[src/rtl/lwig_pkg.sv]
// Package for the Lyndon word index generator.
// Holds the fixed field widths and register index codes; no dependencies.
package lwig_pkg;

  localparam int unsigned LEN_W = 4;   // word and prefix length fields
  localparam int unsigned IDX_W = 64;  // bijective word index
  localparam int unsigned CFG_W = 5;   // widest configuration register

  typedef logic [LEN_W-1:0] len_t;
  typedef logic [IDX_W-1:0] idx_t;
  typedef logic [CFG_W-1:0] cfg_data_t;

  typedef enum logic [0:0] {
    CFG_ALPHABET_SIZE = 1'b0,
    CFG_MAX_LENGTH    = 1'b1
  } cfg_index_e;

endpackage

[src/rtl/lwig_if.sv]
// Valid/ready channel interfaces for the request and result transactions.
// Depends on lwig_pkg for the payload types.
interface lwig_req_if;
  logic valid;
  logic ready;
  logic restart;

  modport source (output valid, output restart, input ready);
  modport sink   (input valid, input restart, output ready);
endinterface

interface lwig_res_if;
  logic            valid;
  logic            ready;
  lwig_pkg::idx_t  word_index;
  lwig_pkg::len_t  word_length;
  logic            done_res;

  modport source (output valid, output word_index, output word_length, output done_res,
                  input ready);
  modport sink   (input valid, input word_index, input word_length, input done_res,
                  output ready);
endinterface

[src/rtl/lwig_letters.sv]
// Letter store of the current word: one write and one registered read port.
// Entry zero reads as zero after reset or a clear until it is written.
module lwig_letters #(
  parameter int unsigned DEPTH = 15,
  parameter int unsigned WIDTH = 4,
  parameter int unsigned AW    = 4
) (
  input  logic             clk_i,
  input  logic             rst_ni,
  input  logic             clr0_i,
  input  logic             we_i,
  input  logic [AW-1:0]    waddr_i,
  input  logic [WIDTH-1:0] wdata_i,
  input  logic [AW-1:0]    raddr_i,
  output logic [WIDTH-1:0] rdata_o
);

  logic [WIDTH-1:0] mem [DEPTH];
  logic [WIDTH-1:0] rdata_q;
  logic             zero0_q;
  logic             rzero_q;

  always_ff @(posedge clk_i) begin
    if (we_i) begin
      mem[waddr_i] <= wdata_i;
    end
    rdata_q <= mem[raddr_i];
  end

  always_ff @(posedge clk_i or negedge rst_ni) begin
    if (!rst_ni) begin
      zero0_q <= 1'b1;
      rzero_q <= 1'b0;
    end else begin
      rzero_q <= zero0_q && (raddr_i == '0);
      if (clr0_i) begin
        zero0_q <= 1'b1;
      end else if (we_i && (waddr_i == '0)) begin
        zero0_q <= 1'b0;
      end
    end
  end

  assign rdata_o = rzero_q ? '0 : rdata_q;

endmodule

[src/rtl/lwig_mac.sv]
// Index accumulator: acc <= acc * radix + digit + 1, one digit a cycle while en_i is set.
// Depends on lwig_pkg for the index width.
module lwig_mac #(
  parameter int unsigned RADIX_W = 5,
  parameter int unsigned DIGIT_W = 4
) (
  input  logic                clk_i,
  input  logic                clear_i,
  input  logic                en_i,
  input  logic [RADIX_W-1:0]  radix_i,
  input  logic [DIGIT_W-1:0]  digit_i,
  output lwig_pkg::idx_t      acc_o
);

  lwig_pkg::idx_t acc_q;
  lwig_pkg::idx_t acc_d;

  always_comb begin
    acc_d = acc_q * lwig_pkg::IDX_W'(radix_i) + lwig_pkg::IDX_W'(digit_i)
            + lwig_pkg::IDX_W'(1);
  end

  always_ff @(posedge clk_i) begin
    if (clear_i) begin
      acc_q <= '0;
    end else if (en_i) begin
      acc_q <= acc_d;
    end
  end

  assign acc_o = acc_q;

endmodule

[src/rtl/lyndon_word_index_generator.sv]
// Lyndon word index generator, top level.
// Depends on lwig_pkg, lwig_if, lwig_letters and lwig_mac.
//
// Every request transaction on req_i returns exactly one result transaction
// on res_o: the next Lyndon word over the configured alphabet, shortest
// words first and lexicographic within a length (Duval's walk). The result
// carries the word length and its bijective index (digit = letter + 1, first
// letter most significant). A request with restart set begins again at the
// first word. After the last word every result has done_res set and zero
// length and index.
// The block works on one request at a time and is not ready meanwhile. The
// letters live in a small memory with one registered read port, and all
// steps of the walk go through that port: extending the prefix reads and
// then writes each letter, stripping a top letter is a single check step,
// and building the index takes one letter per step through the single
// multiply-accumulate unit. A one-letter alphabet crosses every length in
// one request. A stalled receiver holds only the output register; the
// next request is still accepted and its result waits until the register
// is free. Reset (asynchronous, active low) loads alphabet_size 2,
// max_length 4 and restarts the walk with no clearing pass. Configuration
// writes belong between requests and are used from the next request on.
module lyndon_word_index_generator #(
  parameter int unsigned MAX_LEN     = 15,
  parameter int unsigned LETTER_BITS = 4
) (
  input  logic                  clk_i,
  input  logic                  rst_ni,
  input  logic                  cfg_we_i,
  input  logic [0:0]            cfg_index_i,
  input  lwig_pkg::cfg_data_t   cfg_data_i,
  lwig_req_if.sink              req_i,
  lwig_res_if.source            res_o
);

  localparam int unsigned AW       = (MAX_LEN > 1) ? $clog2(MAX_LEN) : 1;
  localparam int unsigned RADIX_W  = LETTER_BITS + 1;
  localparam int unsigned ALPH_MAX = 2 ** LETTER_BITS;

  typedef enum logic [2:0] {
    S_IDLE,
    S_CHECK,
    S_EXT_RD,
    S_EXT_WR,
    S_STRIP_CHK,
    S_ZERO,
    S_IDX_ACC,
    S_EMIT
  } state_e;

  state_e state_q;

  // Configuration registers.
  lwig_pkg::cfg_data_t alph_cfg_q;
  lwig_pkg::len_t      maxl_cfg_q;

  // Walk state.
  lwig_pkg::len_t prefix_q;
  lwig_pkg::len_t target_q;
  lwig_pkg::len_t m_q;
  lwig_pkg::len_t cnt_q;
  logic           resume_q;
  logic           finished_q;
  logic           done_pend_q;

  // Output register.
  logic           out_valid_q;
  lwig_pkg::idx_t out_index_q;
  lwig_pkg::len_t out_length_q;
  logic           out_done_q;

  // Effective configuration: alphabet clamped to 1..2^LETTER_BITS, length
  // clamped to MAX_LEN.
  logic [RADIX_W-1:0]     alph;
  logic [LETTER_BITS-1:0] top;
  lwig_pkg::len_t         maxl;

  always_comb begin
    if (alph_cfg_q == '0) begin
      alph = RADIX_W'(1);
    end else if (alph_cfg_q > lwig_pkg::CFG_W'(ALPH_MAX)) begin
      alph = RADIX_W'(ALPH_MAX);
    end else begin
      alph = alph_cfg_q[RADIX_W-1:0];
    end
    top = LETTER_BITS'(alph - RADIX_W'(1));
    maxl = (maxl_cfg_q > lwig_pkg::LEN_W'(MAX_LEN)) ? lwig_pkg::LEN_W'(MAX_LEN)
                                                   : maxl_cfg_q;
  end

  // Letter memory and accumulator controls.
  logic                   mem_clr0;
  logic                   mem_we;
  lwig_pkg::len_t         mem_waddr;
  logic [LETTER_BITS-1:0] mem_wdata;
  lwig_pkg::len_t         mem_raddr;
  logic [LETTER_BITS-1:0] mem_rdata;
  logic                   mac_clear;
  logic                   mac_en;
  lwig_pkg::idx_t         mac_acc;
  logic                   req_fire;

  assign req_i.ready = (state_q == S_IDLE);
  assign req_fire    = req_i.valid && req_i.ready;

  always_comb begin
    mem_clr0  = 1'b0;
    mem_we    = 1'b0;
    mem_waddr = prefix_q;
    mem_wdata = mem_rdata;
    mem_raddr = '0;
    mac_clear = 1'b0;
    mac_en    = 1'b0;
    unique case (state_q)
      S_IDLE: begin
        mem_clr0 = req_fire && req_i.restart;
      end
      S_CHECK: begin
        // Start of index building: clear the accumulator, fetch letter zero.
        mac_clear = 1'b1;
        mem_raddr = '0;
      end
      S_EXT_RD: begin
        mem_raddr = (prefix_q < target_q) ? (prefix_q - m_q)
                                          : (prefix_q - lwig_pkg::LEN_W'(1));
      end
      S_EXT_WR: begin
        mem_we    = 1'b1;
        mem_waddr = prefix_q;
        mem_wdata = mem_rdata;
      end
      S_STRIP_CHK: begin
        mem_raddr = prefix_q - lwig_pkg::LEN_W'(2);
        if (mem_rdata < top) begin
          mem_we    = 1'b1;
          mem_waddr = prefix_q - lwig_pkg::LEN_W'(1);
          mem_wdata = mem_rdata + LETTER_BITS'(1);
        end
      end
      S_ZERO: begin
        mem_clr0 = (lwig_pkg::LEN_W + 1)'(target_q) + 5'd1 <= (lwig_pkg::LEN_W + 1)'(maxl);
      end
      S_IDX_ACC: begin
        mac_en    = 1'b1;
        mem_raddr = cnt_q + lwig_pkg::LEN_W'(1);
      end
      S_EMIT: begin
      end
      default: begin
      end
    endcase
  end

  lwig_letters #(
    .DEPTH (MAX_LEN),
    .WIDTH (LETTER_BITS),
    .AW    (AW)
  ) u_letters (
    .clk_i   (clk_i),
    .rst_ni  (rst_ni),
    .clr0_i  (mem_clr0),
    .we_i    (mem_we),
    .waddr_i (mem_waddr[AW-1:0]),
    .wdata_i (mem_wdata),
    .raddr_i (mem_raddr[AW-1:0]),
    .rdata_o (mem_rdata)
  );

  lwig_mac #(
    .RADIX_W (RADIX_W),
    .DIGIT_W (LETTER_BITS)
  ) u_mac (
    .clk_i   (clk_i),
    .clear_i (mac_clear),
    .en_i    (mac_en),
    .radix_i (alph),
    .digit_i (mem_rdata),
    .acc_o   (mac_acc)
  );

  always_ff @(posedge clk_i or negedge rst_ni) begin
    if (!rst_ni) begin
      state_q     <= S_IDLE;
      alph_cfg_q  <= lwig_pkg::CFG_W'(2);
      maxl_cfg_q  <= lwig_pkg::LEN_W'(4);
      prefix_q    <= lwig_pkg::LEN_W'(1);
      target_q    <= lwig_pkg::LEN_W'(1);
      m_q         <= '0;
      cnt_q       <= '0;
      resume_q    <= 1'b0;
      finished_q  <= 1'b0;
      done_pend_q <= 1'b0;
      out_valid_q <= 1'b0;
      out_done_q  <= 1'b0;
    end else begin
      if (cfg_we_i) begin
        unique case (lwig_pkg::cfg_index_e'(cfg_index_i))
          lwig_pkg::CFG_ALPHABET_SIZE: alph_cfg_q <= cfg_data_i;
          lwig_pkg::CFG_MAX_LENGTH:    maxl_cfg_q <= cfg_data_i[lwig_pkg::LEN_W-1:0];
          default: begin
          end
        endcase
      end

      // In S_EMIT the output register is reloaded below whenever it drains.
      if (out_valid_q && res_o.ready && state_q != S_EMIT) begin
        out_valid_q <= 1'b0;
      end

      unique case (state_q)
        S_IDLE: begin
          if (req_fire) begin
            if (req_i.restart) begin
              prefix_q   <= lwig_pkg::LEN_W'(1);
              target_q   <= lwig_pkg::LEN_W'(1);
              resume_q   <= 1'b0;
              finished_q <= 1'b0;
            end
            state_q <= S_CHECK;
          end
        end
        S_CHECK: begin
          if (finished_q) begin
            done_pend_q <= 1'b1;
            state_q     <= S_EMIT;
          end else if (target_q > maxl || target_q == '0 || prefix_q == '0 ||
                       prefix_q > lwig_pkg::LEN_W'(MAX_LEN)) begin
            finished_q  <= 1'b1;
            done_pend_q <= 1'b1;
            state_q     <= S_EMIT;
          end else begin
            m_q <= prefix_q;
            if (!resume_q && prefix_q == target_q) begin
              cnt_q       <= '0;
              resume_q    <= 1'b1;
              done_pend_q <= 1'b0;
              state_q     <= S_IDX_ACC;
            end else begin
              resume_q <= 1'b0;
              state_q  <= S_EXT_RD;
            end
          end
        end
        S_EXT_RD: begin
          // Either fetch the letter one period back, or the last letter for
          // the top-letter strip once the prefix has reached the target.
          state_q <= (prefix_q < target_q) ? S_EXT_WR : S_STRIP_CHK;
        end
        S_EXT_WR: begin
          prefix_q <= prefix_q + lwig_pkg::LEN_W'(1);
          state_q  <= S_EXT_RD;
        end
        S_STRIP_CHK: begin
          if (mem_rdata < top) begin
            // Increment of the last letter happens on the memory port.
            state_q <= S_CHECK;
          end else begin
            prefix_q <= prefix_q - lwig_pkg::LEN_W'(1);
            if (prefix_q == lwig_pkg::LEN_W'(1)) begin
              state_q <= S_ZERO;
            end
          end
        end
        S_ZERO: begin
          // All letters were top letters: move to the next length.
          target_q <= target_q + lwig_pkg::LEN_W'(1);
          if (mem_clr0) begin
            prefix_q <= lwig_pkg::LEN_W'(1);
          end else begin
            finished_q <= 1'b1;
          end
          state_q <= S_CHECK;
        end
        S_IDX_ACC: begin
          cnt_q <= cnt_q + lwig_pkg::LEN_W'(1);
          if (cnt_q + lwig_pkg::LEN_W'(1) == m_q) begin
            state_q <= S_EMIT;
          end
        end
        S_EMIT: begin
          if (!out_valid_q || res_o.ready) begin
            out_valid_q  <= 1'b1;
            out_done_q   <= done_pend_q;
            out_index_q  <= done_pend_q ? '0 : mac_acc;
            out_length_q <= done_pend_q ? '0 : m_q;
            state_q      <= S_IDLE;
          end
        end
        default: begin
          state_q <= S_IDLE;
        end
      endcase
    end
  end

  assign res_o.valid       = out_valid_q;
  assign res_o.word_index  = out_index_q;
  assign res_o.word_length = out_length_q;
  assign res_o.done_res    = out_done_q;

endmodule

[src/flat_wrapper.sv]
// flat-port wrapper written by rule: the top's interface ports become plain ports
module lyndon_word_index_generator_flat 
#(
  parameter int unsigned MAX_LEN     = 15,
  parameter int unsigned LETTER_BITS = 4
)
  (clk_i, rst_ni, cfg_we_i, cfg_index_i, cfg_data_i, req_i_valid, req_i_restart, req_i_ready, res_o_valid, res_o_word_index, res_o_word_length, res_o_done_res, res_o_ready);
  lwig_req_if req_i_i ();
  lwig_res_if res_o_i ();
  input  logic clk_i;
  input  logic rst_ni;
  input  logic cfg_we_i;
  input  logic [0:0] cfg_index_i;
  input  lwig_pkg::cfg_data_t cfg_data_i;
  input wire logic [$bits(req_i_i.valid)-1:0] req_i_valid;
  input wire logic [$bits(req_i_i.restart)-1:0] req_i_restart;
  output wire logic [$bits(req_i_i.ready)-1:0] req_i_ready;
  output wire logic [$bits(res_o_i.valid)-1:0] res_o_valid;
  output wire logic [$bits(res_o_i.word_index)-1:0] res_o_word_index;
  output wire logic [$bits(res_o_i.word_length)-1:0] res_o_word_length;
  output wire logic [$bits(res_o_i.done_res)-1:0] res_o_done_res;
  input wire logic [$bits(res_o_i.ready)-1:0] res_o_ready;
  assign req_i_i.valid = req_i_valid;
  assign req_i_i.restart = req_i_restart;
  assign req_i_ready = req_i_i.ready;
  assign res_o_valid = res_o_i.valid;
  assign res_o_word_index = res_o_i.word_index;
  assign res_o_word_length = res_o_i.word_length;
  assign res_o_done_res = res_o_i.done_res;
  assign res_o_i.ready = res_o_ready;
  lyndon_word_index_generator #(.MAX_LEN(MAX_LEN), .LETTER_BITS(LETTER_BITS)) u_core (.clk_i(clk_i), .rst_ni(rst_ni), .cfg_we_i(cfg_we_i), .cfg_index_i(cfg_index_i), .cfg_data_i(cfg_data_i), .req_i(req_i_i), .res_o(res_o_i));
endmodule
[config.mk]
export PLATFORM = sky130hd
export DESIGN_NAME = lyndon_word_index_generator_flat
export DESIGN_NICKNAME = d
export VERILOG_FILES = /design/src/rtl/lwig_pkg.sv /design/src/rtl/lwig_if.sv /design/src/rtl/lwig_letters.sv /design/src/rtl/lwig_mac.sv /design/src/rtl/lyndon_word_index_generator.sv /design/src/flat_wrapper.sv
export SDC_FILE = /design/constraint.sdc
export NUM_CORES = 1
export LEC_CHECK = 0
export BUFFER_PORTS_ARGS = -buffer_cell sky130_fd_sc_hd__buf_4
export CORE_UTILIZATION = 55
export DETAILED_ROUTE_END_ITERATION = 16
export GPL_TIMING_DRIVEN = 0
export MAX_ROUTING_LAYER = met4
export PLACE_DENSITY = 0.81
export RECOVER_POWER = 50
export SKIP_CTS_REPAIR_TIMING = 1
export SYNTH_ARGS = -nofsm -noshare
export SYNTH_HDL_FRONTEND = slang
export SYNTH_SLANG_ARGS = --single-unit
export TNS_END_PERCENT = 20
[constraint.sdc]
create_clock -name clk_i -period 14.4 [get_ports clk_i]
set_input_delay 2.16 -clock clk_i [delete_from_list [all_inputs] [get_ports clk_i]]
set_output_delay 2.16 -clock clk_i [all_outputs]
set_load 0.02 [all_outputs]
==> metrics <==
status=finished with violations; failing checks=max-capacitance violations, max-slew violations; fill cell count=3216; Compound-Gate Fraction of Synth Area=0.116; placed insts=2842; slew at the pin closest to its max-slew limit=3.86 ns; Num CTS Buffers=28; share of cells above drive strength 1=0.0571; Leak=10.5 nW; Required @ worst endpoint=14.86 ns; kind of critical path=flip-flop to flip-flop; post-synthesis cell area=21100 µm²; syn nets=2598; crit-path most repeated cell=fa_1; R2R setup slack=7.24 ns; simple-gate portion of the synthesized area=0.189; Synth cell types=81; Rows=71; H-tree levels=1; Final min period=7.16 ns; initial detailed-routing violation count=1307; worst-path cell chain=clkbuf_1 -> nor2b_1 -> clkbuf_1 -> nand2_1 -> fa_1 -> fa_1 -> fa_1 -> inv_1 -> ha_1 -> o211ai_1 -> o21ai_0 -> nand4_1 -> nand3_1 -> o31ai_1 -> o31ai_1 -> a31o_2 -> a41oi_2 -> xor2_1 -> o21ai_1; ys async rst share=0.152; Die Span Y=198 µm; grt ovf=0; starting density of the core=0.559; Layout area overhead=9.78%; Mapped Cells=2248; clk sink count=231; register area share after synthesis=0.289; CTS tree=yes; Flop pwr share=0.283; first-pass GRT wire length=88200 µm; post-DP HPWL=40500 µm; most frequent cells in the layout=315 x inv_1, 292 x and2_1, 189 x nand2_1, 184 x fa_1, 154 x ha_1; Clock Pin Slew Worst Setup and Hold Paths=0.07 ns; slowest cell delay on critical path=1.14 ns; Core ar.=37700 µm²; adder-cell share of the synthesized area=0.266; Post-synth EDFFs=128; RSZ-0062 raised after global routing=false; Non-Filler Instances=2901; Reg-to-Reg Start=u_core.alph_cfg_q[4]; Critical R2R Capture=u_core.u_mac.acc_o[59]; hold path depth=2; r2r worst-path depth=19; 1st-pass router iterations=6; PwrDens=168 nW/µm²; main combinational cell family by area after synthesis=adder cells; clk buf depth=3; multiplexer share of the synthesized area=0.0303; relative slew slack=-1.57; Multi-input gate area=13400 µm²; hold worst-path end=u_core.u_letters.zero0_q; initial antenna violation count=1; final worst path period share=0.497; Pins Over Slew Limit=101; final worst setup slack=7.24 ns; clock skew=0.0499 ns; nets=2711; Crit-path slowest cell=nor2b_1; startpoint class of the critical path=flip-flop; XOR/XNOR Fraction of Synth Area=0.0328; max-cap violations=2; Final Hold Vio Count=0; Switching Power=1.80 mW; worst hold path type=flip-flop to flip-flop; CP bufs+invs=3; Comb power frac=0.533; Crit. End Element=flip-flop; largest net degree at the start of global routing=64; gp weighted congestion=0.923; Worst Path Max Fanout=10; Setup TNS=0 ns; min-delay src=u_core.u_letters.zero0_q; crit-path leading delay family=compound AO/OA/AOI/OAI gates; ys flop type=edfxtp_1; vias=16.5k; Root Driver=clkbuf_16; die area=39100 µm²; Yosys reg bits=231; later-pin clock latency in the skew report=0.60 ns; P_int=2.08 mW; IO Count=83; f_max=0.140 GHz; DRC=0; worst slack, placed=7.56 ns; Vias/cell=5.68; vias in the first global route=17.0k; Total Wirelength=53800 µm; commonest non-fill, non-tap cell in the layout=inv_1; Ys Warns=0; Worst VDD drop=0.000158 V; I/O Buffers=82; Post-DRT Antenna Nets=0; GRT Util Overall=0.296; Post-Syn Area per Cell=9.37 µm²; Arrival @ worst endpoint=7.62 ns; switching part of the total=0.464; final setup vio count=0; FF+latch area=6090 µm²; WL/cell=18.6 µm; Die X=198 µm; Clk pwr share=0.184
kinds of logic after synthesis:
group,after synthesis
muxes,56
DFF,231
xor gates and xnor gates,79
buffers and inverters,417
AOI/OAI and AO/OA,381
adders and majority gates,338
and+or+nand+nor,746
per-stage QoR:
| step | power, mW | utilization | hold slack, ns | cell area (µm²) |
|---|---|---|---|---|
| 4_1_cts | 3.87 | 0.618 | 0.473 | 23300 |
| 2_1_floorplan | 2.54 | - | 0.450 | 21100 |
| 3_5_place_dp | 3.14 | 0.594 | 0.462 | 22400 |
| 3_3_place_gp | 3.06 | 0.593 | 0.461 | 22300 |
| 5_1_grt | 4.17 | 0.614 | 0.478 | 23100 |
| 6_report | 3.88 | 0.614 | 0.473 | 23100 |
cell usage after synthesis, types with 10 or more instances:
cell	count	area, µm²
inv_1	315	1180
and2_1	293	1830
nand2_1	189	709
fa_1	184	3680
ha_1	154	1930
a21oi_1	135	676
edfxtp_1	128	3840
nor2b_1	83	519
nor2_1	82	308
clkbuf_1	81	304
dfxtp_1	68	1360
o21ai_0	68	340
xnor2_1	49	429
mux2i_1	41	410
a21o_1	40	300
dfrtp_1	30	751
xor2_1	30	263
nand3_1	20	100
nand4_1	19	119
a211oi_1	17	128
and3_1	15	93.8
nor3_1	13	65.1
o21ai_1	13	65.1
o21bai_1	13	97.6
a31oi_1	12	75.1
mux2_2	11	124
buf_2	10	50.1
registers in the layout, summed over array words and instances (netlist names), 4 cells and up:
name                      count
u_core.cnt_q                  4
u_core.alph_cfg_q             5
u_core.m_q                    4
u_core.target_q               4
u_core.res_o.word_length      4
u_core.u_letters.mem         60
u_core.prefix_q               4
u_core.res_o.word_index      64
u_core.u_letters.rdata_q      4
u_core.u_mac.acc_o           64
u_core.maxl_cfg_q             4
layout make-up:
type,instances,area share
Antenna cell,7,0.000757
Buffer,101,0.0180
Clock buffer,33,0.0315
Clock inverter,19,0.00844
Inverter,316,0.0513
Multi-Input combinational cell,1600,0.578
Sequential cell,231,0.263
Tap cell,511,0.0276
Timing Repair Buffer,83,0.0208
worst reg2reg max path: stages (launching register included):
cell and delay (ns):
dfrtp_1 0.39, clkbuf_1 0.23, nor2b_1 1.14, clkbuf_1 0.63
nand2_1 0.17, fa_1 0.52, fa_1 0.52, fa_1 0.55
inv_1 0.04, ha_1 0.34, o211ai_1 0.25, o21ai_0 0.20
nand4_1 0.15, nand3_1 0.18, o31ai_1 0.59, o31ai_1 0.28
a31o_2 0.31, a41oi_2 0.26, xor2_1 0.18, o21ai_1 0.08
power groups by stage:
stage	registers (mW)	logic [mW]	clock network, mW
finish	1.10	2.07	0.713
global route	1.11	2.32	0.745
CTS	1.09	2.06	0.718
global placement	1.09	1.97	0
floorplan	1.04	1.50	0
detailed placement	1.10	2.05	0
worst max path at each step:
| stage | slack [ns] | end | startpoint | depth (start not counted) |
|---|---|---|---|---|
| 3_5_place_dp | 7.56 | u_core.u_mac.acc_o[59] | u_core.alph_cfg_q[4] | 19 |
| 3_3_place_gp | 7.61 | u_core.u_mac.acc_o[63] | u_core.alph_cfg_q[4] | 19 |
| 6_report | 7.24 | u_core.u_mac.acc_o[59] | u_core.alph_cfg_q[4] | 19 |
| 5_1_grt | 6.97 | u_core.res_o.word_index[40] | rst_ni | 3 |
| 4_1_cts | 7.50 | u_core.u_mac.acc_o[59] | u_core.alph_cfg_q[4] | 19 |
| 2_1_floorplan | 9.29 | u_core.u_mac.acc_o[57] | u_core.alph_cfg_q[1] | 21 |
routing by layer:
metal  vias up  global-route usage  routed length (µm)
met1      8136               0.381               22800
met4         0              0.0879                1640
li1       7635                   -                   -
met5         -                   -                   0
met3       122              0.0421                3590
met2       595               0.487               25800
Note: power is estimated with default switching activity, not from simulation.
